--- src/rtl/rse_pkg.sv ---
// Shared types and constants for the RPN stack evaluator.
package rse_pkg;

  localparam int WORD_W          = 32;
  localparam int DEF_STACK_DEPTH = 16;

  // Front-to-back queue.
  localparam int QUEUE_DEPTH = 4;
  localparam int QPTR_W      = $clog2(QUEUE_DEPTH);
  localparam int QCNT_W      = QPTR_W + 1;

  // Divider: quotient magnitude below 2^31 once the saturation check passes.
  localparam int DIV_STEPS = 31;
  localparam int DIV_CNT_W = $clog2(DIV_STEPS + 1);

  localparam logic [2:0] KIND_NUM = 3'd0;
  localparam logic [2:0] KIND_ADD = 3'd1;
  localparam logic [2:0] KIND_SUB = 3'd2;
  localparam logic [2:0] KIND_MUL = 3'd3;
  localparam logic [2:0] KIND_DIV = 3'd4;

  localparam logic [2:0] ST_OK        = 3'd0;
  localparam logic [2:0] ST_OVERFLOW  = 3'd1;
  localparam logic [2:0] ST_UNDERFLOW = 3'd2;
  localparam logic [2:0] ST_INVALID   = 3'd3;
  localparam logic [2:0] ST_DIVZERO   = 3'd4;

  localparam logic [WORD_W-1:0] Q_MAX = 32'h7FFF_FFFF;
  localparam logic [WORD_W-1:0] Q_MIN = 32'h8000_0000;

  typedef enum logic [2:0] {OP_NUM, OP_ADD, OP_SUB, OP_MUL, OP_DIV, OP_BAD} op_t;

  typedef struct packed {
    op_t               op;
    logic [WORD_W-1:0] number;
    logic              last;
  } item_t;

  typedef enum logic [2:0] {BK_IDLE, BK_DEC, BK_OPR, BK_MUL, BK_DIV, BK_END} bk_state_t;

  typedef enum logic [1:0] {DV_IDLE, DV_CHK, DV_RUN, DV_FIX} dv_state_t;

endpackage

--- src/rtl/rse_front.sv ---
// Front end: accepts words, decodes the token kind and queues them for execution.
module rse_front (
  input  logic                        clk,
  input  logic                        rst_n,
  input  logic                        push,
  input  logic [2:0]                  kind,
  input  logic signed [rse_pkg::WORD_W-1:0] number,
  input  logic                        last,
  output logic                        full,
  output logic                        q_valid,
  output rse_pkg::item_t              q_item,
  input  logic                        q_pop
);

  rse_pkg::item_t                   queue_r [rse_pkg::QUEUE_DEPTH];
  logic [rse_pkg::QPTR_W-1:0]       wr_ptr_r, wr_ptr_nxt;
  logic [rse_pkg::QPTR_W-1:0]       rd_ptr_r, rd_ptr_nxt;
  logic [rse_pkg::QCNT_W-1:0]       cnt_r, cnt_nxt;
  logic                             do_push, do_pop;
  rse_pkg::item_t                   dec_item;

  always_comb begin
    dec_item.number = number;
    dec_item.last   = last;
    case (kind)
      rse_pkg::KIND_NUM: dec_item.op = rse_pkg::OP_NUM;
      rse_pkg::KIND_ADD: dec_item.op = rse_pkg::OP_ADD;
      rse_pkg::KIND_SUB: dec_item.op = rse_pkg::OP_SUB;
      rse_pkg::KIND_MUL: dec_item.op = rse_pkg::OP_MUL;
      rse_pkg::KIND_DIV: dec_item.op = rse_pkg::OP_DIV;
      default:           dec_item.op = rse_pkg::OP_BAD;
    endcase
  end

  assign full    = (cnt_r == rse_pkg::QCNT_W'(rse_pkg::QUEUE_DEPTH));
  assign q_valid = (cnt_r != '0);
  assign q_item  = queue_r[rd_ptr_r];
  assign do_push = push && !full;
  assign do_pop  = q_pop && q_valid;

  always_comb begin
    wr_ptr_nxt = do_push ? wr_ptr_r + 1'b1 : wr_ptr_r;
    rd_ptr_nxt = do_pop  ? rd_ptr_r + 1'b1 : rd_ptr_r;
    cnt_nxt    = cnt_r + rse_pkg::QCNT_W'(do_push) - rse_pkg::QCNT_W'(do_pop);
  end

  always_ff @(posedge clk) begin
    if (!rst_n) begin
      wr_ptr_r <= '0;
      rd_ptr_r <= '0;
      cnt_r    <= '0;
    end else begin
      wr_ptr_r <= wr_ptr_nxt;
      rd_ptr_r <= rd_ptr_nxt;
      cnt_r    <= cnt_nxt;
    end
  end

  always_ff @(posedge clk) begin
    if (do_push) begin
      queue_r[wr_ptr_r] <= dec_item;
    end
  end

endmodule

--- src/rtl/rse_div.sv ---
// Iterative signed Q16.16 divider, one quotient bit per cycle, saturating.
module rse_div (
  input  logic                        clk,
  input  logic                        rst_n,
  input  logic                        start,
  input  logic [rse_pkg::WORD_W-1:0]  dividend,
  input  logic [rse_pkg::WORD_W-1:0]  divisor,
  output logic                        done,
  output logic [rse_pkg::WORD_W-1:0]  quotient
);

  rse_pkg::dv_state_t               state_r, state_nxt;
  logic                             neg_r, neg_nxt;
  logic                             sat_r, sat_nxt;
  logic [31:0]                      mag_a_r, mag_a_nxt;
  logic [31:0]                      mag_b_r, mag_b_nxt;
  logic [31:0]                      rem_r, rem_nxt;
  logic [30:0]                      bits_r, bits_nxt;
  logic [30:0]                      quo_r, quo_nxt;
  logic [rse_pkg::DIV_CNT_W-1:0]    step_r, step_nxt;
  logic [32:0]                      trial;
  logic [33:0]                      diff;
  logic                             ge;
  logic [31:0]                      quo_ext;

  assign trial   = {rem_r, bits_r[30]};
  assign diff    = {1'b0, trial} - {2'b00, mag_b_r};
  assign ge      = !diff[33];
  assign quo_ext = {1'b0, quo_r};

  always_comb begin
    state_nxt = state_r;
    neg_nxt   = neg_r;
    sat_nxt   = sat_r;
    mag_a_nxt = mag_a_r;
    mag_b_nxt = mag_b_r;
    rem_nxt   = rem_r;
    bits_nxt  = bits_r;
    quo_nxt   = quo_r;
    step_nxt  = step_r;
    done      = 1'b0;
    quotient  = '0;
    case (state_r)
      rse_pkg::DV_IDLE: begin
        if (start) begin
          neg_nxt   = dividend[31] ^ divisor[31];
          mag_a_nxt = dividend[31] ? 32'(-dividend) : dividend;
          mag_b_nxt = divisor[31]  ? 32'(-divisor)  : divisor;
          state_nxt = rse_pkg::DV_CHK;
        end
      end
      rse_pkg::DV_CHK: begin
        // |a| * 2^16 / |b| >= 2^31 exactly when |a| >= |b| * 2^15
        if ({15'd0, mag_a_r} >= {mag_b_r, 15'd0}) begin
          sat_nxt   = 1'b1;
          state_nxt = rse_pkg::DV_FIX;
        end else begin
          sat_nxt   = 1'b0;
          rem_nxt   = {15'd0, mag_a_r[31:15]};
          bits_nxt  = {mag_a_r[14:0], 16'd0};
          quo_nxt   = '0;
          step_nxt  = rse_pkg::DIV_CNT_W'(rse_pkg::DIV_STEPS);
          state_nxt = rse_pkg::DV_RUN;
        end
      end
      rse_pkg::DV_RUN: begin
        rem_nxt  = ge ? diff[31:0] : trial[31:0];
        quo_nxt  = {quo_r[29:0], ge};
        bits_nxt = {bits_r[29:0], 1'b0};
        step_nxt = step_r - 1'b1;
        if (step_r == rse_pkg::DIV_CNT_W'(1)) begin
          state_nxt = rse_pkg::DV_FIX;
        end
      end
      rse_pkg::DV_FIX: begin
        done = 1'b1;
        if (sat_r) begin
          quotient = neg_r ? rse_pkg::Q_MIN : rse_pkg::Q_MAX;
        end else begin
          quotient = neg_r ? 32'(-quo_ext) : quo_ext;
        end
        state_nxt = rse_pkg::DV_IDLE;
      end
      default: state_nxt = rse_pkg::DV_IDLE;
    endcase
  end

  always_ff @(posedge clk) begin
    if (!rst_n) begin
      state_r <= rse_pkg::DV_IDLE;
    end else begin
      state_r <= state_nxt;
    end
  end

  always_ff @(posedge clk) begin
    neg_r   <= neg_nxt;
    sat_r   <= sat_nxt;
    mag_a_r <= mag_a_nxt;
    mag_b_r <= mag_b_nxt;
    rem_r   <= rem_nxt;
    bits_r  <= bits_nxt;
    quo_r   <= quo_nxt;
    step_r  <= step_nxt;
  end

endmodule

--- src/rtl/rse_back.sv ---
// Back end: operand stack, arithmetic, error latch and result register.
module rse_back #(
  parameter int STACK_DEPTH = rse_pkg::DEF_STACK_DEPTH
) (
  input  logic                        clk,
  input  logic                        rst_n,
  input  logic                        q_valid,
  input  rse_pkg::item_t              q_item,
  output logic                        q_pop,
  output logic                        out_empty,
  input  logic                        out_pop,
  output logic [2:0]                  out_status,
  output logic [rse_pkg::WORD_W-1:0]  out_answer
);

  localparam int AW = $clog2(STACK_DEPTH);
  localparam int CW = $clog2(STACK_DEPTH + 1);

  logic [rse_pkg::WORD_W-1:0]       stk_mem [STACK_DEPTH];

  rse_pkg::bk_state_t               state_r, state_nxt;
  rse_pkg::item_t                   item_r, item_nxt;
  logic [CW-1:0]                    cnt_r, cnt_nxt;
  logic [2:0]                       err_r, err_nxt;
  logic [rse_pkg::WORD_W-1:0]       tos_r, tos_nxt;
  logic [rse_pkg::WORD_W-1:0]       rd_r;
  logic signed [63:0]               prod_r;
  logic                             out_valid_r, out_valid_nxt;
  logic [2:0]                       status_r, status_nxt;
  logic [rse_pkg::WORD_W-1:0]       answer_r, answer_nxt;

  logic                             wr_en, rd_en, prod_en;
  logic [AW-1:0]                    wr_addr;
  logic [rse_pkg::WORD_W-1:0]       wr_data;
  logic [CW-1:0]                    cnt_m1, cnt_m2;
  logic [32:0]                      sum_w, dif_w;
  logic [63:0]                      rnd_w;
  logic [47:0]                      q48;
  logic [rse_pkg::WORD_W-1:0]       mul_res;
  logic                             div_start, div_done;
  logic [rse_pkg::WORD_W-1:0]       div_quo;

  function automatic logic [31:0] sat33(input logic [32:0] s);
    if (s[32] != s[31]) begin
      sat33 = s[32] ? rse_pkg::Q_MIN : rse_pkg::Q_MAX;
    end else begin
      sat33 = s[31:0];
    end
  endfunction

  rse_div u_div (
    .clk      (clk),
    .rst_n    (rst_n),
    .start    (div_start),
    .dividend (rd_r),
    .divisor  (tos_r),
    .done     (div_done),
    .quotient (div_quo)
  );

  // rd_r holds the value under the top (a), tos_r the top (b)
  assign cnt_m1 = cnt_r - 1'b1;
  assign cnt_m2 = cnt_r - CW'(2);
  assign sum_w  = {rd_r[31], rd_r} + {tos_r[31], tos_r};
  assign dif_w  = {rd_r[31], rd_r} - {tos_r[31], tos_r};

  // round half away from zero: bias 0x8000 for positive, 0x7FFF for negative
  assign rnd_w = $unsigned(prod_r) + (prod_r[63] ? 64'd32767 : 64'd32768);
  assign q48   = rnd_w[63:16];
  always_comb begin
    if ((&q48[47:31]) || !(|q48[47:31])) begin
      mul_res = q48[31:0];
    end else begin
      mul_res = q48[47] ? rse_pkg::Q_MIN : rse_pkg::Q_MAX;
    end
  end

  assign out_empty  = !out_valid_r;
  assign out_status = status_r;
  assign out_answer = answer_r;

  always_comb begin
    state_nxt     = state_r;
    item_nxt      = item_r;
    cnt_nxt       = cnt_r;
    err_nxt       = err_r;
    tos_nxt       = tos_r;
    out_valid_nxt = out_valid_r;
    status_nxt    = status_r;
    answer_nxt    = answer_r;
    q_pop         = 1'b0;
    wr_en         = 1'b0;
    wr_addr       = cnt_m2[AW-1:0];
    wr_data       = tos_r;
    rd_en         = 1'b0;
    prod_en       = 1'b0;
    div_start     = 1'b0;

    if (out_pop && out_valid_r) begin
      out_valid_nxt = 1'b0;
    end

    case (state_r)
      rse_pkg::BK_IDLE: begin
        if (q_valid) begin
          q_pop     = 1'b1;
          item_nxt  = q_item;
          state_nxt = rse_pkg::BK_DEC;
        end
      end
      rse_pkg::BK_DEC: begin
        state_nxt = rse_pkg::BK_END;
        if (err_r == rse_pkg::ST_OK) begin
          case (item_r.op)
            rse_pkg::OP_NUM: begin
              if (cnt_r == CW'(STACK_DEPTH)) begin
                err_nxt = rse_pkg::ST_OVERFLOW;
              end else begin
                wr_en   = 1'b1;
                wr_addr = cnt_r[AW-1:0];
                wr_data = item_r.number;
                tos_nxt = item_r.number;
                cnt_nxt = cnt_r + 1'b1;
              end
            end
            rse_pkg::OP_ADD, rse_pkg::OP_SUB, rse_pkg::OP_MUL, rse_pkg::OP_DIV: begin
              if (cnt_r < CW'(2)) begin
                err_nxt = rse_pkg::ST_UNDERFLOW;
              end else begin
                rd_en     = 1'b1;
                state_nxt = rse_pkg::BK_OPR;
              end
            end
            default: err_nxt = rse_pkg::ST_INVALID;
          endcase
        end
      end
      rse_pkg::BK_OPR: begin
        state_nxt = rse_pkg::BK_END;
        case (item_r.op)
          rse_pkg::OP_ADD: begin
            wr_en   = 1'b1;
            wr_data = sat33(sum_w);
            tos_nxt = sat33(sum_w);
            cnt_nxt = cnt_m1;
          end
          rse_pkg::OP_SUB: begin
            wr_en   = 1'b1;
            wr_data = sat33(dif_w);
            tos_nxt = sat33(dif_w);
            cnt_nxt = cnt_m1;
          end
          rse_pkg::OP_MUL: begin
            prod_en   = 1'b1;
            state_nxt = rse_pkg::BK_MUL;
          end
          rse_pkg::OP_DIV: begin
            if (tos_r == '0) begin
              err_nxt = rse_pkg::ST_DIVZERO;
            end else begin
              div_start = 1'b1;
              state_nxt = rse_pkg::BK_DIV;
            end
          end
          default: state_nxt = rse_pkg::BK_END;
        endcase
      end
      rse_pkg::BK_MUL: begin
        wr_en     = 1'b1;
        wr_data   = mul_res;
        tos_nxt   = mul_res;
        cnt_nxt   = cnt_m1;
        state_nxt = rse_pkg::BK_END;
      end
      rse_pkg::BK_DIV: begin
        if (div_done) begin
          wr_en     = 1'b1;
          wr_data   = div_quo;
          tos_nxt   = div_quo;
          cnt_nxt   = cnt_m1;
          state_nxt = rse_pkg::BK_END;
        end
      end
      rse_pkg::BK_END: begin
        if (!item_r.last) begin
          state_nxt = rse_pkg::BK_IDLE;
        end else if (!out_valid_r || out_pop) begin
          out_valid_nxt = 1'b1;
          status_nxt    = err_r;
          answer_nxt    = (err_r == rse_pkg::ST_OK && cnt_r != '0) ? tos_r : '0;
          cnt_nxt       = '0;
          err_nxt       = rse_pkg::ST_OK;
          state_nxt     = rse_pkg::BK_IDLE;
        end
      end
      default: state_nxt = rse_pkg::BK_IDLE;
    endcase
  end

  always_ff @(posedge clk) begin
    if (!rst_n) begin
      state_r     <= rse_pkg::BK_IDLE;
      cnt_r       <= '0;
      err_r       <= rse_pkg::ST_OK;
      out_valid_r <= 1'b0;
    end else begin
      state_r     <= state_nxt;
      cnt_r       <= cnt_nxt;
      err_r       <= err_nxt;
      out_valid_r <= out_valid_nxt;
    end
  end

  always_ff @(posedge clk) begin
    item_r   <= item_nxt;
    tos_r    <= tos_nxt;
    status_r <= status_nxt;
    answer_r <= answer_nxt;
    if (prod_en) begin
      prod_r <= $signed(rd_r) * $signed(tos_r);
    end
  end

  always_ff @(posedge clk) begin
    if (wr_en) begin
      stk_mem[wr_addr] <= wr_data;
    end
    if (rd_en) begin
      rd_r <= stk_mem[cnt_m2[AW-1:0]];
    end
  end

endmodule

--- src/rtl/rpn_stack_evaluator.sv ---
// Top level of the RPN stack evaluator.
// Evaluates reverse Polish expressions in signed Q16.16, one token word at a
// time; a word marked last yields one result word (status, top of stack) and
// clears the stack and the error latch. A four-word queue in the front end
// takes tokens while the execution unit works, so in_full rises only after
// four words pile up behind a busy operation. In the execution unit each
// token passes the idle, decode and end states; add and subtract add the
// operate state, multiply the operate and multiply states, and divide waits
// on the 31-step shift-subtract quotient loop; a last word holds the end
// state until the prior result is popped. The operand stack, a memory of
// STACK_DEPTH words, has no clearing pass; the block is ready after reset.
module rpn_stack_evaluator #(
  parameter int STACK_DEPTH = rse_pkg::DEF_STACK_DEPTH
) (
  input  logic                              clk,
  input  logic                              rst_n,
  input  logic                              in_push,
  output logic                              in_full,
  input  logic [2:0]                        in_kind,
  input  logic signed [rse_pkg::WORD_W-1:0] in_number,
  input  logic                              in_last,
  output logic                              out_empty,
  input  logic                              out_pop,
  output logic [2:0]                        out_status,
  output logic signed [rse_pkg::WORD_W-1:0] out_answer
);

  logic                       q_valid;
  logic                       q_pop;
  rse_pkg::item_t             q_item;
  logic [rse_pkg::WORD_W-1:0] answer;

  rse_front u_front (
    .clk     (clk),
    .rst_n   (rst_n),
    .push    (in_push),
    .kind    (in_kind),
    .number  (in_number),
    .last    (in_last),
    .full    (in_full),
    .q_valid (q_valid),
    .q_item  (q_item),
    .q_pop   (q_pop)
  );

  rse_back #(
    .STACK_DEPTH (STACK_DEPTH)
  ) u_back (
    .clk        (clk),
    .rst_n      (rst_n),
    .q_valid    (q_valid),
    .q_item     (q_item),
    .q_pop      (q_pop),
    .out_empty  (out_empty),
    .out_pop    (out_pop),
    .out_status (out_status),
    .out_answer (answer)
  );

  assign out_answer = $signed(answer);

endmodule

--- config.mk ---
export PLATFORM = sky130hd
export DESIGN_NAME = rpn_stack_evaluator
export DESIGN_NICKNAME = d
export VERILOG_FILES = /design/src/rtl/rse_pkg.sv /design/src/rtl/rse_front.sv /design/src/rtl/rse_div.sv /design/src/rtl/rse_back.sv /design/src/rtl/rpn_stack_evaluator.sv
export SDC_FILE = /design/constraint.sdc
export NUM_CORES = 2
export LEC_CHECK = 0
export ABC_AREA = 1
export BUFFER_PORTS_ARGS = -buffer_cell sky130_fd_sc_hd__buf_4
export CAP_MARGIN = 15
export CORE_MARGIN = 2
export CORE_UTILIZATION = 50
export CTS_CLUSTER_SIZE = 20
export DETAILED_ROUTE_END_ITERATION = 8
export GPL_TIMING_DRIVEN = 0
export MAX_ROUTING_LAYER = met4
export PLACE_DENSITY = 0.74
export SYNTH_ARGS = -nofsm -noshare
export SYNTH_HDL_FRONTEND = slang
export SYNTH_SLANG_ARGS = --single-unit
--- constraint.sdc ---
create_clock -name clk -period 16.12 [get_ports clk]
set_clock_uncertainty 0.05 [all_clocks]
set_input_delay 0 -clock clk [delete_from_list [all_inputs] [get_ports clk]]
set_output_delay 0 -clock clk [all_outputs]
set_load 0.03 [all_outputs]
==> flow_metrics.py <==
metrics = {
    "outcome": {
        "status": "complete, no violations",
    },
    "timing": {
        "max-slew-margin-rel_pct": 1.41,
        "slew_violations": 0,
        "fin_crit_ns": 10.81,
        "hold_viol_final": 0,
        "fin_tns_setup_ns": 0,
        "setup_viol": 0,
        "worstMarginPinSlew_ns": 1.48,
        "fmax_mhz": 92.5,
        "rsz0062_at_grt": "false",
        "fin_crit_sh_pct": 67.1,
    },
    "cts": {
        "root_buffer": "clkbuf_16",
        "cts_buffers": 95,
        "insertion_delay_ns": 0.78,
        "clkSlewWorstSetupHoldPaths_ns": 0.07,
        "htree_num_levels": 3,
        "tritoncts": "built",
        "cts_buffer_depth": 3,
        "cts.sinks": 1025,
        "cts_resized": 0,
    },
    "floorplanning": {
        "num_io_pins": 77,
        "core_area_um2": 176000,
        "die_area_um2": 181000,
        "die_y_um": 425,
        "initial_core_util_pct": 50.3,
        "fp.dieW_um": 425,
        "rows": 154,
    },
    "placement": {
        "dpl_cell_area_um2": 93600,
        "dp.final_hpwl_mm": 281,
        "portBuffers": 76,
        "gp_congestion": 1.14,
        "place_inst": 12300,
    },
    "global_route": {
        "grt_pass1_vias": 74200,
        "grt_pass1_wl_mm": 506,
        "antenna_found_initial": 25,
        "overflow": 0,
        "grt_usage_pct": 40.4,
        "grt_max_degree": 39,
    },
    "logic_synthesis": {
        "synth_area_um2": 88700,
        "ys_top_cells_by_count": "inv_1 (2037), nand2_1 (2018), fa_1 (1087)",
        "synth-async-reset-ratio_pct": 0,
        "synth_edf_count": 972,
        "synth.avg_cell_area_um2": 9.02,
        "ys_types": 65,
        "syn_inst": 9835,
        "ys.flop_type": "edfxtp_1",
        "synth_seq_cells": 1025,
        "syn_nets": 11300,
        "synth_largest_area_cell": "edfxtp_1",
        "yosysSeqAreaShare_pct": 34.1,
        "synth_top_area_share_pct": 32.9,
        "synth.most_common_cell": "inv_1",
        "yosysWarnings": 0,
        "synth_area_leaders": "edfxtp_1 (33%), fa_1 (25%), inv_1 (8.6%)",
    },
    "routing": {
        "avgRoutedWirePerCell_um": 28.0,
        "totalWireLength_mm": 353,
        "drc": 0,
        "viasPerCell": 5.81,
        "vias": 73300,
        "dr.pass1.iters": 9,
        "drt_iter0_drc": 9007,
        "ant_nets": 0,
    },
    "worst_setup_path": {
        "crit_required_ns": 16.54,
        "crit_path_end_kind": "flop",
        "slowest_stage": "fa_1",
        "r2r_slack_ns": 5.31,
        "rr_startpoint": "u_back.rd_r[31]$_DFFE_PP_",
        "crit_path_start": "u_back.rd_r[31]$_DFFE_PP_",
        "r2r_cells": 29,
        "crit_fanout": 10,
        "critPathLaunchType": "flop",
        "r2r_end": "u_back.prod_r[61]$_DFFE_PP_",
        "critical_path_class": "flop to flop",
        "crit_arrival_ns": 11.23,
        "slowest_delay_ns": 0.88,
    },
    "hold_path": {
        "hold_end": "u_front.queue_r[0][5]$_DFFE_PP_",
        "min_from": "in_number[4]",
        "min_path_type": "input pin to flop",
        "hold-path-cell-count": 2,
    },
    "final_layout": {
        "drive_above_1_share_pct": 4.69,
        "num-nets-final": 11600,
        "final_area_um2": 97800,
        "syn2layout_area_growth_pct": 10.3,
        "stdcell_count": 12600,
    },
    "job": {
        "drv_cap": 0,
    },
}
## state kept, by name, indices dropped and copies added (netlist names), 5 cells and up
| signal | count |
|---|---|
| u_back.prod_r | 64 |
| u_back.u_div.mag_a_r | 32 |
| u_back.cnt_r | 5 |
| u_back.u_div.step_r | 5 |
| u_back.u_div.rem_r | 32 |
| u_back.item_r | 36 |
| u_back.rd_r | 32 |
| u_back.tos_r | 32 |
| u_back.u_div.quo_r | 31 |
| u_front.queue_r | 144 |
| u_back.out_answer | 32 |
| u_back.u_div.bits_r | 15 |
| u_back.stk_mem | 512 |
| u_back.u_div.mag_b_r | 32 |
## final cells by class
cell class              instances  area, um2
inverters                    2055       7710
multi-input cells            6287      49100
clock inverters                66        771
flip-flops and latches       1025      30200
well taps                    2340       2930
repair buffers                225       2680
fillers                     15700      78500
clock buffers                 110       2440
plain buffers                 468       1890
diodes                         28       70.1
## cell families after synthesis
group / count (synthesis) / synth area share [%]
adder cells (fa/ha/maj): 1419 / 29.2
AO/OA/AOI/OAI: 1263 / 8.16
flip-flops: 1025 / 34.1
XOR/XNOR: 241 / 2.39
AND/OR/NAND/NOR: 3364 / 15.3
buffers and inverters: 2523 / 10.8
## cells in the final DEF, fill, tap and decap left out, drive strengths merged, types with 33 or more instances in the layout
master / instances
nor2: 877
o221ai: 103
o211ai: 33
xnor2: 74
nor3: 78
ha: 332
o21ai: 642
fa: 1087
dfxtp: 53
clkbuf: 498
edfxtp: 972
nand2: 2041
o22ai: 74
buf: 233
inv: 2059
a21oi: 291
xor2: 167
dlygate4sd3: 72
clkinv: 43
nand3: 231
nand4: 78
## how the worst max path moves through the flow
stage / to / slack, ns
6_report: u_back.prod_r[61]$_DFFE_PP_ / 5.31
5_1_grt: u_back.prod_r[61]$_DFFE_PP_ / 5.07
4_1_cts: u_back.prod_r[61]$_DFFE_PP_ / 5.46
3_5_place_dp: u_back.prod_r[61]$_DFFE_PP_ / 5.45
3_3_place_gp: u_back.u_div.rem_r[17]$_SDFFCE_PN0P_ / 3.23
2_1_floorplan: u_back.u_div.bits_r[16]$_SDFFCE_PP0P_ / 8.00
## per-stage QoR
stage                     hold WS (ns)  utilization, %  setup WS, ns
after global placement           0.149            52.3          3.23
after detailed placement         0.152            53.1          5.45
final                           0.0207            55.5          5.31
after global routing            0.0227            55.5          5.07
after CTS                      0.00519            55.3          5.46
after floorplan                 0.0489               -          8.00
## critical path, delay by kind of cell (launching register included)
kind / cells / cell delay, ns
DFF: 1 / 0.60
adders and majority gates: 9 / 4.73
xor gates and xnor gates: 1 / 0.20
and+or+nand+nor: 1 / 0.11
AOI/OAI and AO/OA: 7 / 1.34
buffers and inverters: 11 / 3.51
## what timing repair did
item / in CTS / in global routing
setup endpoints to repair: 0 / 0
hold endpoints to repair: 174 / 0
buffers inserted: 0 / 0
hold buffers: 72 / 0
## routing by layer
layer	track usage, %	part of all wire [%]
met2	62.4	46
met3	9.97	11
met1	45.6	35
met5	-	0
met4	29.8	9.1
Power is left out: the tool's default activity adds up to more than one toggle a clock period on the data nets, which glitch-free logic cannot reach.
